--- src/hw/rtl/prb_fifo.sv ---
// small register fifo used for the command queue and the result queue
`default_nettype none

module prb_fifo #(
  parameter int WIDTH = 8,
  parameter int DEPTH = 2,
  localparam int PTR_W = (DEPTH > 1) ? $clog2(DEPTH) : 1,
  localparam int CNT_W = $clog2(DEPTH + 1)
) (
  input  logic             clk,
  input  logic             rst,
  input  logic             wr,
  input  logic [WIDTH-1:0] wdata,
  input  logic             rd,
  output logic [WIDTH-1:0] rdata,
  output logic             empty,
  output logic [CNT_W-1:0] count
);

  logic [WIDTH-1:0] mem [DEPTH];
  logic [PTR_W-1:0] wr_ptr;
  logic [PTR_W-1:0] rd_ptr;
  logic             full;
  logic             we;
  logic             re;

  // flags and head beat
  assign empty = (count == '0);
  assign full  = (count == CNT_W'(DEPTH));
  assign we    = wr && !full;
  assign re    = rd && !empty;
  assign rdata = mem[rd_ptr];

  // storage
  always_ff @(posedge clk) begin
    if (we) begin
      mem[wr_ptr] <= wdata;
    end
  end

  // pointers and fill count
  always_ff @(posedge clk) begin
    if (rst) begin
      wr_ptr <= '0;
      rd_ptr <= '0;
      count  <= '0;
    end else begin
      if (we) begin
        wr_ptr <= (wr_ptr == PTR_W'(DEPTH - 1)) ? '0 : wr_ptr + 1'b1;
      end
      if (re) begin
        rd_ptr <= (rd_ptr == PTR_W'(DEPTH - 1)) ? '0 : rd_ptr + 1'b1;
      end
      unique case ({we, re})
        2'b10:   count <= count + 1'b1;
        2'b01:   count <= count - 1'b1;
        default: count <= count;
      endcase
    end
  end

endmodule

`default_nettype wire

--- config.mk ---
export PLATFORM = sky130hd
export DESIGN_NAME = prb_fifo
export DESIGN_NICKNAME = d
export VERILOG_FILES = /design/src/hw/rtl/prb_fifo.sv
export SDC_FILE = /design/constraint.sdc
export NUM_CORES = 1
export LEC_CHECK = 0
export BUFFER_PORTS_ARGS = -buffer_cell sky130_fd_sc_hd__buf_2
export CAP_MARGIN = 10
export CORE_MARGIN = 1
export CORE_UTILIZATION = 35
export CTS_BUF_LIST = sky130_fd_sc_hd__clkbuf_16
export CTS_CLUSTER_DIAMETER = 30
export DETAILED_ROUTE_END_ITERATION = 10
export PLACE_DENSITY = 0.61
export RECOVER_POWER = 25
export SLEW_MARGIN = 20
export SYNTH_ARGS = -nofsm -noshare
export SYNTH_HDL_FRONTEND = slang
export SYNTH_SLANG_ARGS = --single-unit
--- constraint.sdc ---
create_clock -name clk -period 2.65 [get_ports clk]
set_clock_uncertainty 0.1 [all_clocks]
set_input_delay 0.265 -clock clk [delete_from_list [all_inputs] [get_ports clk]]
set_output_delay 0.265 -clock clk [all_outputs]
set_load 0.01 [all_outputs]
Word level (Yosys, flattened, before mapping)

Memories as Yosys holds them, arrays and structs flattened. A register that Yosys moved wholly into a read port is not among the register bits.
Index checks and enable logic that the tools add are counted.

Add/sub/neg operators: 4
Multiplexer cells: 7
Reduce and logical (&&, ||, !) cells: 6
Equal/unequal tests: 3

Operators with widths:

| cell                | count |
|---|---|
| $mux 1              | 6 |
| $eq 2x2->1 const B  | 2 |
| $pmux 2 s2          | 1 |
| $add 1x1->1 const B | 2 |
| $add 2x1->2 const B | 1 |
| $eq 2x1->1 const B  | 1 |
| $logic_and 1x1->1   | 2 |
| $logic_not 1->1     | 2 |
| $logic_not 2->1     | 1 |
| $reduce_bool 2->1   | 1 |
| $sub 2x1->2 const B | 1 |

Output and inout bits: 11
Memories: 1
Memory bits (writable): 16
Bits in registers: 4

Memories:

| memory | words | bits a word | rd ports | clocked after Yosys merged registers in | write ports | line | RTL |
|---|---|---|---|---|---|---|---|
| mem    | 2     | 8           | 1        | 1                                       | 1           | 20   | `logic [WIDTH-1:0] mem [DEPTH];` |

Depth between registers and ports, before layout

Word-level depth: 5
Mapped depth: 6

Worst setup path before layout

OpenSTA, ideal clock, no wires.

Path kind: flip-flop to flip-flop
Start: register count[0]
End: register count[1]
Stages on the path, launching flop included: 6
Period minus slack after synthesis: 1.613 ns
Buffers on the path: 0
Setup slack: 1.037 ns
Data arrival time: 1.443 ns
Library setup time: 0.070 ns
Path through: dfxtp_1 -> nand2b_1 -> nand2_1 -> ha_1 -> or3_1 -> a21oi_1

Longest elaborated chain between the ends: 5
Elaborated cells between the ends (all ways): 12

Ends and longest elaborated chain:

| element                                                | line   | RTL |
|---|---|---|
| from (decl)                                            | 17     | `output logic [CNT_W-1:0] count` |
| from (signal assigned)                                 | 55     | `2'b10: count <= count + 1'b1;` |
| from (signal assigned)                                 | 56     | `2'b01: count <= count - 1'b1;` |
| from (signal assigned)                                 | 57     | `default: count <= count;` |
| $eq 2x2->1 / $logic_not 2->1 (equally long branches)   | 29, 28 |  |
| $logic_not 1->1, on equally long branches              | 30, 31 |  |
| $logic_and 1x1->1, on equally long branches            | 30, 31 |  |
| $eq 2x1->1 / $eq 2x2->1 (equally long branches)        | 54     | `unique case ({we, re})` |
| $pmux 2 s2 / $reduce_bool 2->1 (equally long branches) | n/a    |  |

Parallel ways exist; a longest one is shown, timed or not.
A chain may end at the register's enable or synchronous reset.

Final worst setup path

Start: register count[0]
End: memory mem[1][4], enable pin

Longest elaborated chain between the ends: 5

Ends and longest elaborated chain:

| element                      | line | RTL |
|---|---|---|
| $eq 2x2->1                   | 29   | `assign full = (count == CNT_W'(DEPTH));` |
| $logic_not 1->1              | 30   | `assign we = wr && !full;` |
| $logic_and 1x1->1            | 30   |  |
| $mux 1                       | 36   | `if (we) begin` |
| $mux 1 (not written as such) | 37   | `mem[wr_ptr] <= wdata;` |
| to (decl)                    | 20   |  |

Every way passes these cells.

==> results.md <==
- The endpoint of the most critical register-to-register path is mem[1][4].
- The clock transition at the registers of the reported paths is approximately 0.05 ns.
- For hold timing, the worst endpoint is mem[1][2].
- For the pin with the worst max-slew slack, the measured transition is approximately 0.69 ns.
- The static power due to leakage is approximately 0.4 nW.
- After legalization and detailed placement, the total HPWL measured 912 um.
- The worst register-to-register path has a depth of 3.
- The root buffer selected by CTS is sky130_fd_sc_hd__clkbuf_16.
- The worst hold path begins at wdata[2].
- The number of antenna violations at the first check in global routing was 0.
- The setup check on the worst reg-to-reg path leaves a slack of approximately 0.95 ns.
- The run finished with clean final reports.
- At the later pin of the worst-skew pair, clock insertion delay measures between 0.2 and 0.3 ns.
- The count of hold-fix buffers inserted at cts is 0.
- The initialized floorplan defines 16 standard-cell rows.
- The final number of max-transition violations came to 0.
- The placeable core area is 0.00204 mm2.
- Setup repair after global routing left no endpoint under its margin.
- Once the floorplan was initialized, standard cells occupied 38.8% of the core.
- Global routing finished with a remaining overflow of 0.
- Yosys attributes the largest share of cell area to sky130_fd_sc_hd__edfxtp_1 (61%), sky130_fd_sc_hd__dfxtp_1 (13%), sky130_fd_sc_hd__mux2_2 (11%), sky130_fd_sc_hd__nor2_1 (2.4%), sky130_fd_sc_hd__xnor2_1 (2.2%).
- Traced cell by cell, the critical path runs through nand2b_1 > nand2_1 > nor2_1.
- STA puts the critical path data required time at about 2.4 ns.
- The share of the synthesized area in the top cell type is approximately 60%.
- The async set-reset flop share out of synthesis is 0%.
- The maximum clock insertion buffer count is 2.
- The post-layout net count is 89.
- The number of detailed-routing iterations run before antenna repair is 4.
- In this run the remaining antenna-violating nets after routing total 0.
- After detailed routing, the number of remaining DRC violations is 0.
- The post-layout utilization of the core is around half.
- The layout cell share with drive strength beyond 1 is between 40% and 50%.
- Entering global routing, the biggest net connects 13 pins.
- The critical path is of the reg -> reg type.
- The worst-case vdd ir drop is about 0.53 mV.
- The highest-delay cell along the critical path is sky130_fd_sc_hd__nor2_1.
- Synthesis produced a netlist with a net count of 63.
- Compared with the post-synthesis result, the final layout area differs by 27.2%.
- The maximum frequency from static timing analysis is between 500 and 600 MHz.
- The headroom to the max-slew limit is between 50 and 60%.
- The minimum period implied by the final worst setup slack is ~1.7 ns.
- The first global-routing pass estimated approximately 2100 um of wire.
- In the final timing run, aggregate negative setup slack is 0 ns.
- The detailed router placed 466 vias in this run.
- In the synthesized netlist the dominant register cell turns out to be sky130_fd_sc_hd__edfxtp_1.
- The count of inserted antenna diode cells is 0.
- In this run the tool buffered the top-level ports with 22 buffer cells.
- In the routed layout, each cell is associated on average with a via count of around 4.6.
- Grouping stages by cell kind, the critical path spends the most delay in simple AND/OR/NAND/NOR gates.
- The number of synthesized register bits is 21.
- The worst register-to-register path begins at count[0].
- The TritonCTS buffer count is 3.
- Global routing consumed, over all layers together, between 10% and 20% of the routing resources.
- The die is about 50 um wide.
- The post-detailed-route wirelength per cell is approximately 12 um.
- The number of primary I/O pins is 23.
- The count of buffering cells on the critical path with inverters included is 0.
- The placer congestion estimate is 0.653.
- Counting instances, the worst hold path has a depth of 1.
- After the first detailed-routing iteration, the DRC count stood at 13.
- The netlist uses 17 different library cells.
- For this run, the number of Yosys warnings is 0.
- The area of the mapped netlist is roughly 790 um2.
- Gates resized during post-CTS repair numbered 0.
- The count of final hold-check violations is 0.
- The number of global-route vias before repair is roughly 480.
- The number of synthesized flops with an enable pin is 16.
- The reported max-cap violation count is 0.
- The final wirelength is about 1200 um.
- TritonCTS built the clock tree.
- Of all nets on the critical path, the largest fanout is 8.
- The number of setup buffers added after CTS is 0.
- The number of setup violations in the final report is 0.
- The critical path startpoint category is a flop.
- The clock drives 21 sinks.
- The areal power density over the cells is 1060 mW/mm2.
- For this run, the register share of the synthesized area comes to around three quarters.
- The ratio of final minimum period to clock period is between 60 and 70%.
- The count of mapped cells out of synthesis is 50.
- The maximum single-stage delay on the critical path is approximately 0.54 ns.
- The height of the chip is 49.6 um.
- The floorplan step defined a die boundary enclosing roughly 0.0025 mm2.
- The type of the most critical hold path is in -> reg.
- After synthesis, the mean cell area works out to between 15 and 20 um2.
- For the worst setup path, the data arrival time is around 1.5 ns.
- The dominant cell type by area after synthesis is sky130_fd_sc_hd__edfxtp_1.
- The deepest level of the CTS H-tree is 1.
- The kind of end point of the critical path is a flop.
==> cell usage after synthesis, types with 2 or more instances <==
| cell type | instances |
|---|---|
| sky130_fd_sc_hd__a21oi_1 | 2 |
| sky130_fd_sc_hd__dfxtp_1 | 5 |
| sky130_fd_sc_hd__edfxtp_1 | 16 |
| sky130_fd_sc_hd__inv_1 | 2 |
| sky130_fd_sc_hd__mux2_2 | 8 |
| sky130_fd_sc_hd__nor2_1 | 5 |
| sky130_fd_sc_hd__xnor2_1 | 2 |
==> cell usage in the layout (no fill, tap or decap), types with 2 or more instances in the layout <==
cell                        instances
sky130_fd_sc_hd__a21oi_1            2
sky130_fd_sc_hd__buf_2             19
sky130_fd_sc_hd__clkbuf_1           3
sky130_fd_sc_hd__clkbuf_16          3
sky130_fd_sc_hd__dfxtp_1            5
sky130_fd_sc_hd__edfxtp_1          16
sky130_fd_sc_hd__inv_1              2
sky130_fd_sc_hd__mux2_2             8
sky130_fd_sc_hd__nor2_1             5
sky130_fd_sc_hd__xnor2_1            2
==> kinds of logic after synthesis <==
family / Yosys count / synth area share, %
fa+ha+maj: 1 / 1.58
buf+inv: 3 / 1.58
compound gates: 5 / 3.79
simple gates: 9 / 5.06
flops: 21 / 73.3
mux: 8 / 11.4
xor+xnor: 3 / 3.32
==> where the power goes <==
part           internal [W]  switching [W]  total (W)
Sequential         0.000425      0.0000468   0.000472
Clock              0.000202       0.000103   0.000305
Combinational      0.000146       0.000144   0.000290
Total              0.000773       0.000294    0.00107
==> how the worst max path moves through the flow <==
| stage | start | endpoint | slack (ns) | depth (start not counted) |
|---|---|---|---|---|
| after floorplan | count[0] | count[1] | 1.04 | 5 |
| after global placement | count[0] | mem[1][7] | 1.02 | 3 |
| after detailed placement | count[0] | mem[1][7] | 0.93 | 3 |
| after CTS | count[0] | mem[1][4] | 0.91 | 3 |
| after global routing | count[0] | count[1] | 0.83 | 5 |
| final | count[0] | mem[1][4] | 0.95 | 3 |
==> per-layer routing <==
layer | routed length (um) | global-route usage (%) | vias to the layer above
met4 | 0 | 4.29 | 0
met2 | 604 | 17.6 | 12
met1 | 555 | 15.4 | 222
met3 | 67 | 3.70 | 0
li1 | - | - | 232
met5 | 0 | 0 | -
==> worst register-to-register path: stages (launching register included) <==
cell                       delay (ns)
sky130_fd_sc_hd__dfxtp_1         0.42
sky130_fd_sc_hd__nand2b_1        0.18
sky130_fd_sc_hd__nand2_1         0.09
sky130_fd_sc_hd__nor2_1          0.54
==> sequential cells by signal, summed over array words and instances (netlist names), named ones only <==
register / cells
rd_ptr: 1
mem: 16
count: 2
wr_ptr: 1
==> final cells by class <==
class,instances,area (um2)
Sequential cell,21,581
Multi-Input combinational cell,26,199
Clock inverter,1,5.00
Tap cell,27,33.8
Clock buffer,3,75.1
Inverter,2,7.51
Fill cell,188,1030
Timing Repair Buffer,22,106
==> metrics by stage <==
step | cell area, um2 | hold WS [ns] | worst slack (ns) | cells | total power, W
after floorplan | 792 | 0.234 | 1.04 | 50 | 0.000670
after global placement | 931 | 0.357 | 1.02 | 98 | 0.000767
after detailed placement | 931 | 0.359 | 0.926 | 98 | 0.000774
after CTS | 1010 | 0.104 | 0.906 | 102 | 0.00108
after global routing | 1010 | 0.102 | 0.831 | 102 | 0.00113
final | 1010 | 0.107 | 0.948 | 102 | 0.00107
(Power assumes the default switching activity.)
