`src/hw/rtl/prb_pkg.sv`:
```
// shared constants, codes and result type of the packet ring buffer
`default_nettype none

package prb_pkg;

  // default geometry
  localparam int DEF_SLOTS      = 16;
  localparam int DEF_SLOT_BYTES = 64;

  // queue depths between the parts
  localparam int CMD_FIFO_DEPTH = 2;
  localparam int OUT_FIFO_DEPTH = 4;

  // field widths
  localparam int RING_W     = 5;
  localparam int LEN_W      = 7;
  localparam int BYTE_W     = 8;
  localparam int STAT_W     = 2;
  localparam int CFG_IDX_W  = 1;
  localparam int CFG_DATA_W = 7;

  // reader capacity saturates here
  localparam logic [LEN_W-1:0] CAP_MAX = 7'd64;

  // register reset values
  localparam logic [RING_W-1:0] RST_SLOTS_IN_USE = 5'd16;
  localparam logic [LEN_W-1:0]  RST_PACKET_LIMIT = 7'd64;

  // input beat kinds
  localparam logic KIND_PUSH = 1'b0;
  localparam logic KIND_POP  = 1'b1;

  // configuration register indexes
  localparam logic [CFG_IDX_W-1:0] REG_SLOTS_IN_USE = 1'b0;
  localparam logic [CFG_IDX_W-1:0] REG_PACKET_LIMIT = 1'b1;

  // result status codes
  typedef enum logic [STAT_W-1:0] {
    STAT_DATA    = 2'd0,
    STAT_EMPTY   = 2'd1,
    STAT_DISCARD = 2'd2
  } pop_status_t;

  // one result beat
  typedef struct packed {
    logic [BYTE_W-1:0] data;
    logic              last;
    pop_status_t       status;
    logic [LEN_W-1:0]  count;
  } result_t;

endpackage

`default_nettype wire

```
`src/hw/rtl/prb_front.sv`:
```
// front end: takes beats, runs the write side and slot flags, queues pops
`default_nettype none

module prb_front import prb_pkg::*; #(
  parameter int SLOTS      = DEF_SLOTS,
  parameter int SLOT_BYTES = DEF_SLOT_BYTES,
  localparam int SLOT_W = $clog2(SLOTS),
  localparam int OFF_W  = (SLOT_BYTES > 1) ? $clog2(SLOT_BYTES) : 1,
  localparam int CMD_W  = SLOT_W + 1 + LEN_W,
  localparam int WR_W   = 2 + SLOT_W + OFF_W + BYTE_W + LEN_W,
  localparam int BST_W  = 1 + SLOT_W
) (
  input  logic                  clk,
  input  logic                  rst,
  // input beats
  input  logic                  push,
  output logic                  full,
  input  logic                  kind,
  input  logic [BYTE_W-1:0]     push_byte,
  input  logic                  push_last,
  input  logic [LEN_W-1:0]      reader_capacity,
  // configuration writes
  input  logic                  cfg_valid,
  output logic                  cfg_ready,
  input  logic [CFG_IDX_W-1:0]  cfg_index,
  input  logic [CFG_DATA_W-1:0] cfg_data,
  // command queue
  output logic                  cmd_wr,
  output logic [CMD_W-1:0]      cmd_data,
  input  logic                  cmd_full,
  input  logic                  cmd_empty,
  // store writes and back end status
  output logic [WR_W-1:0]       wr_req,
  input  logic [BST_W-1:0]      back_stat
);

  localparam int CMP_W = (RING_W > SLOT_W + 1) ? RING_W : SLOT_W + 1;

  typedef struct packed {
    logic [SLOT_W-1:0] slot;
    logic              hit;
    logic [LEN_W-1:0]  cap;
  } cmd_t;

  typedef struct packed {
    logic              byte_en;
    logic              len_en;
    logic [SLOT_W-1:0] slot;
    logic [OFF_W-1:0]  off;
    logic [BYTE_W-1:0] data;
    logic [LEN_W-1:0]  len;
  } wr_t;

  typedef struct packed {
    logic              busy;
    logic [SLOT_W-1:0] slot;
  } bstat_t;

  logic [RING_W-1:0] slots_in_use;
  logic [LEN_W-1:0]  packet_limit;
  logic [SLOT_W-1:0] write_slot;
  logic [SLOT_W-1:0] read_slot;
  logic [LEN_W-1:0]  push_fill;
  logic [SLOTS-1:0]  slot_valid;

  logic [CMP_W-1:0]  siu_w;
  logic [CMP_W-1:0]  ring_n;
  logic [LEN_W-1:0]  limit;
  logic              keep;
  logic [LEN_W-1:0]  fill_inc;
  logic              hazard;
  logic              accept;
  logic              acc_push;
  logic              acc_pop;
  logic              hit;
  cmd_t              cmd;
  wr_t               wr;
  bstat_t            bst;

  // next ring position, wrapping at the ring size
  function automatic logic [SLOT_W-1:0] advance(input logic [SLOT_W-1:0] p,
                                                input logic [CMP_W-1:0]  n);
    logic [CMP_W-1:0] q;
    q = CMP_W'(p) + CMP_W'(1);
    return (q >= n) ? '0 : q[SLOT_W-1:0];
  endfunction

  assign bst = bstat_t'(back_stat);

  // clamp ring size and packet limit to their legal ranges
  always_comb begin
    siu_w = CMP_W'(slots_in_use);
    if (siu_w == '0) begin
      ring_n = CMP_W'(1);
    end else if (siu_w > CMP_W'(SLOTS)) begin
      ring_n = CMP_W'(SLOTS);
    end else begin
      ring_n = siu_w;
    end
    if (packet_limit == '0) begin
      limit = LEN_W'(1);
    end else if (packet_limit > LEN_W'(SLOT_BYTES)) begin
      limit = LEN_W'(SLOT_BYTES);
    end else begin
      limit = packet_limit;
    end
  end

  // a push waits while a queued or running pop could still read its slot
  assign hazard   = !cmd_empty || (bst.busy && (bst.slot == write_slot));
  assign full     = (kind == KIND_POP) ? cmd_full : hazard;
  assign accept   = push && !full;
  assign acc_push = accept && (kind == KIND_PUSH);
  assign acc_pop  = accept && (kind == KIND_POP);

  assign keep     = (push_fill < limit);
  assign fill_inc = push_fill + LEN_W'(keep);
  assign hit      = slot_valid[read_slot];

  // pop command toward the back end
  always_comb begin
    cmd.slot = read_slot;
    cmd.hit  = hit;
    cmd.cap  = (reader_capacity > CAP_MAX) ? CAP_MAX : reader_capacity;
  end
  assign cmd_wr   = acc_pop;
  assign cmd_data = cmd;

  // store and length writes
  always_comb begin
    wr.byte_en = acc_push && keep;
    wr.len_en  = acc_push && push_last;
    wr.slot    = write_slot;
    wr.off     = push_fill[OFF_W-1:0];
    wr.data    = push_byte;
    wr.len     = fill_inc;
  end
  assign wr_req    = wr;
  assign cfg_ready = 1'b1;

  // registers, pointers, fill and slot flags
  always_ff @(posedge clk) begin
    if (rst) begin
      slots_in_use <= RST_SLOTS_IN_USE;
      packet_limit <= RST_PACKET_LIMIT;
      write_slot   <= '0;
      read_slot    <= '0;
      push_fill    <= '0;
      slot_valid   <= '0;
    end else begin
      if (cfg_valid) begin
        unique case (cfg_index)
          REG_SLOTS_IN_USE: slots_in_use <= cfg_data[RING_W-1:0];
          REG_PACKET_LIMIT: packet_limit <= cfg_data;
        endcase
      end
      if (acc_push) begin
        if (push_last) begin
          push_fill              <= '0;
          write_slot             <= advance(write_slot, ring_n);
          slot_valid[write_slot] <= 1'b1;
        end else begin
          push_fill <= fill_inc;
        end
      end
      if (acc_pop && hit) begin
        slot_valid[read_slot] <= 1'b0;
        read_slot             <= advance(read_slot, ring_n);
      end
    end
  end

endmodule

`default_nettype wire

```
`config.mk`:
```
export PLATFORM = sky130hd
export DESIGN_NAME = prb_front
export DESIGN_NICKNAME = d
export VERILOG_FILES = /design/src/hw/rtl/prb_pkg.sv /design/src/hw/rtl/prb_front.sv
export SDC_FILE = /design/constraint.sdc
export NUM_CORES = 1
export LEC_CHECK = 0
export ABC_AREA = 1
export BUFFER_PORTS_ARGS = -buffer_cell sky130_fd_sc_hd__buf_2
export CAP_MARGIN = 20
export CORE_MARGIN = 8
export CORE_UTILIZATION = 59
export CTS_CLUSTER_DIAMETER = 30
export CTS_CLUSTER_SIZE = 24
export DETAILED_ROUTE_END_ITERATION = 6
export GPL_TIMING_DRIVEN = 1
export HOLD_SLACK_MARGIN = 0.15
export PLACE_DENSITY = 0.87
export SLEW_MARGIN = 20
export SYNTH_ARGS = -nofsm -noshare
export SYNTH_HDL_FRONTEND = slang
export SYNTH_SLANG_ARGS = --single-unit
```
`constraint.sdc`:
```
create_clock -name clk -period 7.1 [get_ports clk]
set_clock_uncertainty 0.1 [all_clocks]
set_input_delay 1.42 -clock clk [delete_from_list [all_inputs] [get_ports clk]]
set_output_delay 1.42 -clock clk [all_outputs]
set_load 0.02 [all_outputs]
```
### Word-level counts from Yosys, hierarchy flattened

Index checks and enable logic that the tools add are counted.

* $add $sub $neg: 3
* bitwise operators: 5
* magnitude comparators: 10
* reduce and logical (&&, ||, !) cells: 17
* equality and inequality tests: 1
* multiplexer cells: 19

Operator list (number)
* 16-bit 2-to-1 mux: 4
* 7-bit 2-to-1 mux: 4
* 16-bit AND: 1
* 16-bit NOT: 1
* 16-bit OR: 1
* 7-bit greater-than comparator, second input constant: 2
* 4-bit by 1-bit adder with 5-bit output, second input constant: 2
* 5-bit greater-or-equal comparator: 2
* 4-bit by 5-bit < comparator with 1-bit output, second input constant: 2
* 5-bit 2-to-1 mux: 2
* 1-bit logical AND: 9
* 1-bit demux with 4-bit select: 2
* 4-bit by 1-bit greater-or-equal comparator with 1-bit output, second input constant: 2
* 4-bit 2-to-1 mux: 2
* 7-bit by 1-bit adder with 7-bit output: 1
* 7-bit logical NOT: 1
* 7-bit < comparator: 1
* 2-bit AND reduction: 3
* 5-bit greater-than comparator, second input constant: 1
* 5-bit logical NOT: 1
* 1-bit binary-select mux with 4-bit select: 1
* 4-bit equality test: 1
* 1-bit 2-to-1 mux: 4
* 1-bit logical NOT: 2
* 2 further kinds: 3

* output and inout port bits: 42
* register bits after elaboration: 43
* bits of input ports: 36

### Logic depth before layout (Yosys ltp)

Gate-level depths: netlist of run 1.

* depth after elaboration: 11
* depth in mapped cells: 23

### Worst setup path after synthesis of run 1

No wires, ideal clock.

* kind: flip-flop to output port
* start: reg packet_limit[4]
* end: out wr_req[6]
* slack: 3.097 ns
* data arrival time: 2.483 ns
* cell stages (with the launch flop): 20
* path buffers: 0
* required time: 5.580 ns
* cell sequence: dfxtp_1 -> nor2_1 -> nand3_1 -> nand2_1 -> nand2_1 -> ha_1 -> nand2_1 -> or2_2 -> nand2_1 -> inv_1 -> nand2_1 -> inv_1 -> ha_1 -> ha_1 -> inv_1 -> nor2_1 -> inv_1 -> nor2_1 -> nand2_1 -> xor2_1

* longest elaborated chain between the ends: 5

RTL lines
* start, declared: line prb_front.sv:60 `logic [LEN_W-1:0] packet_limit;`
* start signal, assigned: line prb_front.sv:154 `REG_PACKET_LIMIT: packet_limit <= cfg_data;`
* 7-bit greater-than comparator: line prb_front.sv:102 `end else if (packet_limit > LEN_W'(SLOT_BYTES)) begin`
* 7-bit 2-to-1 mux: line prb_front.sv:102
* 7-bit 2-to-1 mux (*): line prb_front.sv:100 `if (packet_limit == '0) begin`
* 7-bit < comparator (*): line prb_front.sv:116 `assign keep = (push_fill < limit);`
* 7-bit by 1-bit adder with 7-bit output (*): line prb_front.sv:117 `assign fill_inc = push_fill + LEN_W'(keep);`
* end, declared: line prb_front.sv:33 `output logic [WR_W-1:0] wr_req,`

Mark *: on every way between the ends. The rest lies on a longest branch, timed or not.

### Final worst setup path of run 1

Ends and elaborated chain as after synthesis.

==> results.sh, run 1 <==
export IMPL_outcome="complete, no violations"
export IMPL_arrival_ns=2.96
export IMPL_finalHoldViolCount=0
export IMPL_tightest_slew_ns=0.864
export IMPL_place_inst=623
export IMPL_postSynthAreaPerCell_um2=6.31
export IMPL_start_kind="flop"
export IMPL_drt_iter0_drc=143
export IMPL_synthTopCellsByArea="dfxtp_1 (26%), nand2_1 (13%), nor2_1 (12%)"
export IMPL_ys_async_sr_fraction_pct=0
export IMPL_setup_tns_final_ns=0
export IMPL_synth_compound_area_share_pct=10.3
export IMPL_final_cell_mix="nand2_1 (116), nor2_1 (106), inv_1 (80)"
export IMPL_synth_top_area_share_pct=26.1
export IMPL_drive_gt1_share_pct=15.8
export IMPL_post_place_ws_ns=2.87
export IMPL_clock_latency_ns=0.30
export IMPL_dpl_hpwl_mm=6.43
export IMPL_overflow=0
export IMPL_drv_slew=0
export IMPL_synth_flop_cell="dfxtp_1"
export IMPL_clock_sinks=43
export IMPL_antenna_left=0
export IMPL_p_seq_share_pct=49.9
export IMPL_cpMostUsedCell="nand2_1"
export IMPL_period_minus_slack_ns=4.48
export IMPL_die_w_um=90.7
export IMPL_core_mm2=0.00544
export IMPL_placed_area_mm2=0.00347
export IMPL_holdCritPathClass="flop to flop"
export IMPL_cts_setup_buffers=0
export IMPL_rows=27
export IMPL_cap_violations=0
export IMPL_fin_nets=620
export IMPL_ys_ff_latch=43
export IMPL_end_kind="output port"
export IMPL_ctsResizeCount=0
export IMPL_synth_mux_area_share_pct=0
export IMPL_grt_pass1_vias=3205
export IMPL_wire_per_inst_um=13.1
export IMPL_htreeDepth=2
export IMPL_remaining_drc_errors=0
export IMPL_grt_usage_pct=20.5
export IMPL_cp_slowest_cell="dfxtp_1"
export IMPL_grt_start_max_net_pins=34
export IMPL_top_level_ports=78
export IMPL_tritoncts="done"
export IMPL_initial_core_util_pct=60.5
export IMPL_cp_cell_sequence="nor2_1, nand3_1, nand2_1, nand2_1, ha_1, nand2_1, or2_2, nand2_1, inv_1, nand2_1, inv_1, ha_1, ha_1, inv_1, nor2_1, inv_1, nor2_1, nand2_1, xor2_1, buf_2"
export IMPL_die_area_mm2=0.00823
export IMPL_worst_slack_ns=2.62
export IMPL_synth_enable_flop_cells=0
export IMPL_layout_commonest_cell="nand2_1"
export IMPL_synth_top_area_cell="dfxtp_1"
export IMPL_criticalPathCategory="flop to output port"
export IMPL_cts_root_buf="clkbuf_8"
export IMPL_via_per_inst=5.21
export IMPL_grt_pass1_wl_mm=14.3
export IMPL_ir_drop_uv=104
export IMPL_path_delay_family="simple AND/OR/NAND/NOR gates"
export IMPL_netlist_instances=522
export IMPL_yosys_warnings=0
export IMPL_detail_route_wirelength_mm=8.25
export IMPL_finalInstanceArea_mm2=0.00354
export IMPL_synth_top_family_by_area="simple AND/OR/NAND/NOR gates"
export IMPL_p_leak_uw=0.00188
export IMPL_yosysUniqueCellTypes=38
export IMPL_switchingPower_uw=164
export IMPL_num_vias=3278
export IMPL_synth_xor_area_share_pct=1.86
export IMPL_worst_path_buf_inv=5
export IMPL_gp_congestion=0.916
export IMPL_p_int_uw=354
export IMPL_setup_violations=0
export IMPL_syn_nets=584
export IMPL_power_frac_clock_pct=28.1
export IMPL_postCtsHoldBufs=0
export IMPL_final_core_util_pct=65.1
export IMPL_numCtsBuffers=5
export IMPL_portBuffers=60
export IMPL_synthAdderAreaFrac_pct=9.88
export IMPL_crit_fanout=5
export IMPL_antenna_found_initial=0
export IMPL_chipHeight_um=90.7
export IMPL_p_comb_share_pct=22.0
export IMPL_power_density_mw_per_mm2=146
export IMPL_max_stage_delay_ns=0.33
export IMPL_yosysSeqAreaShare_pct=26.1
export IMPL_slew_limit_headroom_pct=42.3
export IMPL_cts_path_max_buffers=2
export IMPL_synthSimpleGateAreaFrac_pct=35.5
export IMPL_clk_pin_slew_ns=0.08
export IMPL_area_growth_syn_to_layout_pct=7.60
export IMPL_fmax_mhz=223
export IMPL_fin_cells=629
export IMPL_syn_area_mm2=0.00329
export IMPL_cp_required_ns=5.58
export IMPL_first_pass_iters=6
export IMPL_rsz0062_at_grt="no"
export IMPL_swShare_pct=31.7
export IMPL_diodes=0
export IMPL_fin_crit_sh_pct=63.1
final timing paths:
check	to	start	slack, ns	depth (start not counted)
worst max-delay path	wr_req[6]	packet_limit[4]	2.62	20
worst min register to register	slot_valid[10]	slot_valid[10]	0.41	4
worst min-delay path	slot_valid[10]	slot_valid[10]	0.41	4
worst max register to register	push_fill[6]	packet_limit[4]	4.21	23
state kept, by name, summed over array words and instances, names as in the netlist:
signal and cells:
write_slot 4, slot_valid 16, packet_limit 7, read_slot 4, push_fill 7, siu_w 5
metrics by stage:
stage                     hold WS, ns  power [µW]
after floorplan                 0.373         354
after global placement          0.397         373
after detailed placement        0.406         377
after CTS                       0.418         522
after global routing            0.449         544
final                           0.413         519
per-layer routing:
| layer | global-route usage [%] | vias up | part of all wire, % |
|---|---|---|---|
| met2 | 35.4 | 111 | 47 |
| met5 | 0 | - | 0 |
| met3 | 4.90 | 19 | 6.9 |
| met1 | 23.7 | 1474 | 43 |
| met4 | 8.18 | 0 | 2.6 |
| li1 | - | 1674 | - |
worst register-to-register path, cell delays in order (launching register included):
cell and delay [ns]:
dfxtp_1 0.33, nor2_1 0.11, nand3_1 0.10, nand2_1 0.13, nand2_1 0.07, ha_1 0.27
nand2_1 0.06, or2_2 0.29, nand2_1 0.06, inv_1 0.03, nand2_1 0.07, inv_1 0.05
ha_1 0.21, ha_1 0.21, inv_1 0.07, nor2_1 0.04, inv_1 0.06, nor2_1 0.06
nand2_1 0.07, xor2_1 0.18, nand2_1 0.07, nand2_1 0.07, nand2_1 0.05, nor2_1 0.07
area by class of cell:
type | instances | area [µm²]
fillers | 503 | 1900
multi-input cells | 362 | 1900
repair buffers | 60 | 300
inverters | 86 | 323
well taps | 72 | 90.1
flip-flops and latches | 43 | 861
clock buffers | 6 | 72.6
logic make-up (layout without fill, tap and decap cells):
| family | after synthesis | after routing |
|---|---|---|
| adders and majority gates | 26 | 26 |
| xor gates and xnor gates | 7 | 7 |
| buffers and inverters | 117 | 152 |
| AOI/OAI and AO/OA | 57 | 57 |
| DFF | 43 | 43 |
| and+or+nand+nor | 271 | 271 |
| other | 1 | 1 |
synthesized netlist by cell type (all sizes together), types with 3 or more instances:
| master | count |
|---|---|
| dfxtp | 43 |
| o21bai | 6 |
| nand2 | 125 |
| clkbuf | 7 |
| nand4 | 17 |
| o21ai | 29 |
| nor2 | 108 |
| nor3 | 3 |
| inv | 85 |
| o211ai | 8 |
| xor2 | 6 |
| ha | 26 |
| buf | 24 |
| a21oi | 11 |
| nand3 | 14 |
power groups by stage:
stage          registers (µW)  clock network (µW)  logic (µW)
3_3_place_gp              264                   0         109
4_1_cts                   258                 149         114
2_1_floorplan             262                   0        92.0
5_1_grt                   260                 155         129
3_5_place_dp              264                   0         113
6_report                  259                 146         114
Power figures use the tool's default switching activity.
==> run 2, diff against run 1 <==
--- a/config.mk
+++ b/config.mk
@@ -9,13 +9,13 @@
 export BUFFER_PORTS_ARGS = -buffer_cell sky130_fd_sc_hd__buf_2
 export CAP_MARGIN = 20
 export CORE_MARGIN = 8
-export CORE_UTILIZATION = 59
+export CORE_UTILIZATION = 49
 export CTS_CLUSTER_DIAMETER = 30
 export CTS_CLUSTER_SIZE = 24
 export DETAILED_ROUTE_END_ITERATION = 6
 export GPL_TIMING_DRIVEN = 1
 export HOLD_SLACK_MARGIN = 0.15
-export PLACE_DENSITY = 0.87
+export PLACE_DENSITY = 0.77
 export SLEW_MARGIN = 20
 export SYNTH_ARGS = -nofsm -noshare
 export SYNTH_HDL_FRONTEND = slang
==> constraint.sdc (replaced) <==
create_clock -name clk -period 3.7 [get_ports clk]
set_clock_uncertainty 0.1 [all_clocks]
set_input_delay 0.74 -clock clk [delete_from_list [all_inputs] [get_ports clk]]
set_output_delay 0.74 -clock clk [all_outputs]
set_load 0.02 [all_outputs]
==> results.sh, run 2 (synthesis results as in run 1) <==
export IMPL_clock_sinks=43
export IMPL_largest_register_ffs=16
export IMPL_nFillCells=652
export IMPL_p_leak_uw=0.00196
export IMPL_numCtsBuffers=5
export IMPL_period_minus_slack_ns=3.72
export IMPL_holdCritPathClass="flop to flop"
export IMPL_wire_per_inst_um=13.7
export IMPL_ir_drop_uv=142
export IMPL_antenna_left=0
export IMPL_cts_root_buf="clkbuf_8"
export IMPL_tightest_slew_ns=0.964
export IMPL_dpl_hpwl_mm=6.29
export IMPL_crit_fanout=3
export IMPL_placed_area_mm2=0.00349
export IMPL_core_mm2=0.00664
export IMPL_end_kind="output port"
export IMPL_regArea_um2=868
export IMPL_slew_limit_headroom_pct=35.7
export IMPL_grt_pass1_vias=3143
export IMPL_layout_commonest_cell="nand2_1"
export IMPL_drv_slew=0
export IMPL_die_w_um=98.0
export IMPL_fmax_mhz=269
export IMPL_postCtsHoldBufs=0
export IMPL_start_kind="flop"
export IMPL_drt_iter0_drc=191
export IMPL_criticalPathCategory="flop to output port"
export IMPL_chipHeight_um=98.0
export IMPL_worst_slack_ns=-0.0184
export IMPL_violations="setup timing"
export IMPL_post_place_ws_ns=0.251
export IMPL_area_growth_syn_to_layout_pct=14.8
export IMPL_cts_path_max_buffers=2
export IMPL_die_area_mm2=0.00960
export IMPL_finalHoldViolCount=0
export IMPL_place_inst=632
export IMPL_rows=30
export IMPL_initial_core_util_pct=49.6
export IMPL_gp_congestion=0.849
export IMPL_grt_pass1_wl_mm=14.1
export IMPL_finalInstanceArea_mm2=0.00378
export IMPL_setup_violations=1
export IMPL_overflow=0
export IMPL_remaining_drc_errors=0
export IMPL_num_vias=3305
export IMPL_reg_top3="slot_valid (16), packet_limit (7), push_fill (7)"
export IMPL_diodes=0
export IMPL_clk_pin_slew_ns=0.09
export IMPL_setup_tns_final_ns=-0.0184
export IMPL_r2r_slack_ns=0.90
export IMPL_top_level_ports=78
export IMPL_outcome="finished with violations"
export IMPL_grt_start_max_net_pins=34
export IMPL_grt_usage_pct=17.5
export IMPL_arrival_ns=2.88
export IMPL_htreeDepth=2
export IMPL_cp_required_ns=2.86
export IMPL_fin_crit_sh_pct=100
export IMPL_clock_latency_ns=0.30
export IMPL_cap_violations=0
export IMPL_portBuffers=60
export IMPL_detail_route_wirelength_mm=8.88
export IMPL_fin_cells=647
export IMPL_fin_nets=629
export IMPL_power_density_mw_per_mm2=284
export IMPL_largest_register="slot_valid"
export IMPL_via_per_inst=5.11
export IMPL_first_pass_iters=4
export IMPL_tritoncts="done"
export IMPL_final_cell_mix="nand2_1 (108), nor2_1 (101), inv_1 (78)"
export IMPL_multi_input_area_mm2=0.00203
export IMPL_drive_gt1_share_pct=21.9
export IMPL_antenna_found_initial=0
run 2: cell count changes in the layout (fill, tap and decap cells not counted), sizes merged:
| cell | before | now |
|---|---|---|
| clkinv | 1 | 2 |
| buf | 60 | 69 |
run 2: cell type report:
class                           count  share of cell area (%)
Tap cell                           80                    2.65
Clock inverter                      1                   0.132
Clock buffer                        6                    2.18
Timing Repair Buffer               69                    9.79
Inverter                           86                    8.54
Sequential cell                    43                    23.0
Multi-Input combinational cell    362                    53.7
run 2: per-stage QoR:
step           power [µW]  hold WS, ns  utilization, %
3_3_place_gp          717        0.398            52.5
6_report             1070        0.418            56.9
4_1_cts              1040        0.404            54.4
5_1_grt              1130        0.457            56.9
2_1_floorplan         679        0.373               -
3_5_place_dp          722        0.397            52.5
run 2: path summary, 6_finish.rpt:
kind | startpoint | to | cells after the start
setup / recovery | packet_limit[1] | wr_req[6] | 20
hold / removal | slot_valid[10] | slot_valid[10] | 4
setup reg to reg | packet_limit[1] | push_fill[6] | 23
hold reg to reg | slot_valid[10] | slot_valid[10] | 4
run 2: power by group:
part           internal [µW]  total [µW]  switching (µW)
Combinational           97.3         256             159
Sequential               479         503            24.0
Clock                    147         316             169
run 2: worst max-delay path, stage by stage (launching register included):
cell and delay, ns:
dfxtp_1 0.38, nor2_4 0.13, nand3_4 0.10, buf_4 0.14
buf_4 0.12, nor2_1 0.13, o21ai_0 0.14, o21bai_1 0.15
nand2_1 0.07, nand2_1 0.08, nand2_2 0.07, inv_2 0.06
ha_4 0.14, ha_4 0.13, inv_2 0.04, nor2_1 0.08
inv_1 0.07, nor2_2 0.14, nand2_1 0.07, xor2_1 0.18
buf_4 0.17
run 2: what timing repair did:
item / 4_1_cts / 5_1_grt
setup endpoints to repair: 1 / 2
pin swaps: 2 / 11
buffers inserted: 3 / 5
gates resized for setup: 8 / 28
run 2: routing by layer:
metal / GRT usage, % / vias up / share of wire (%)
met1: 19.2 / 1488 / 42
li1: - / 1690 / -
met4: 6.95 / 0 / 2.2
met2: 31.3 / 108 / 49
met3: 4.48 / 19 / 6.6
met5: 0 / - / 0
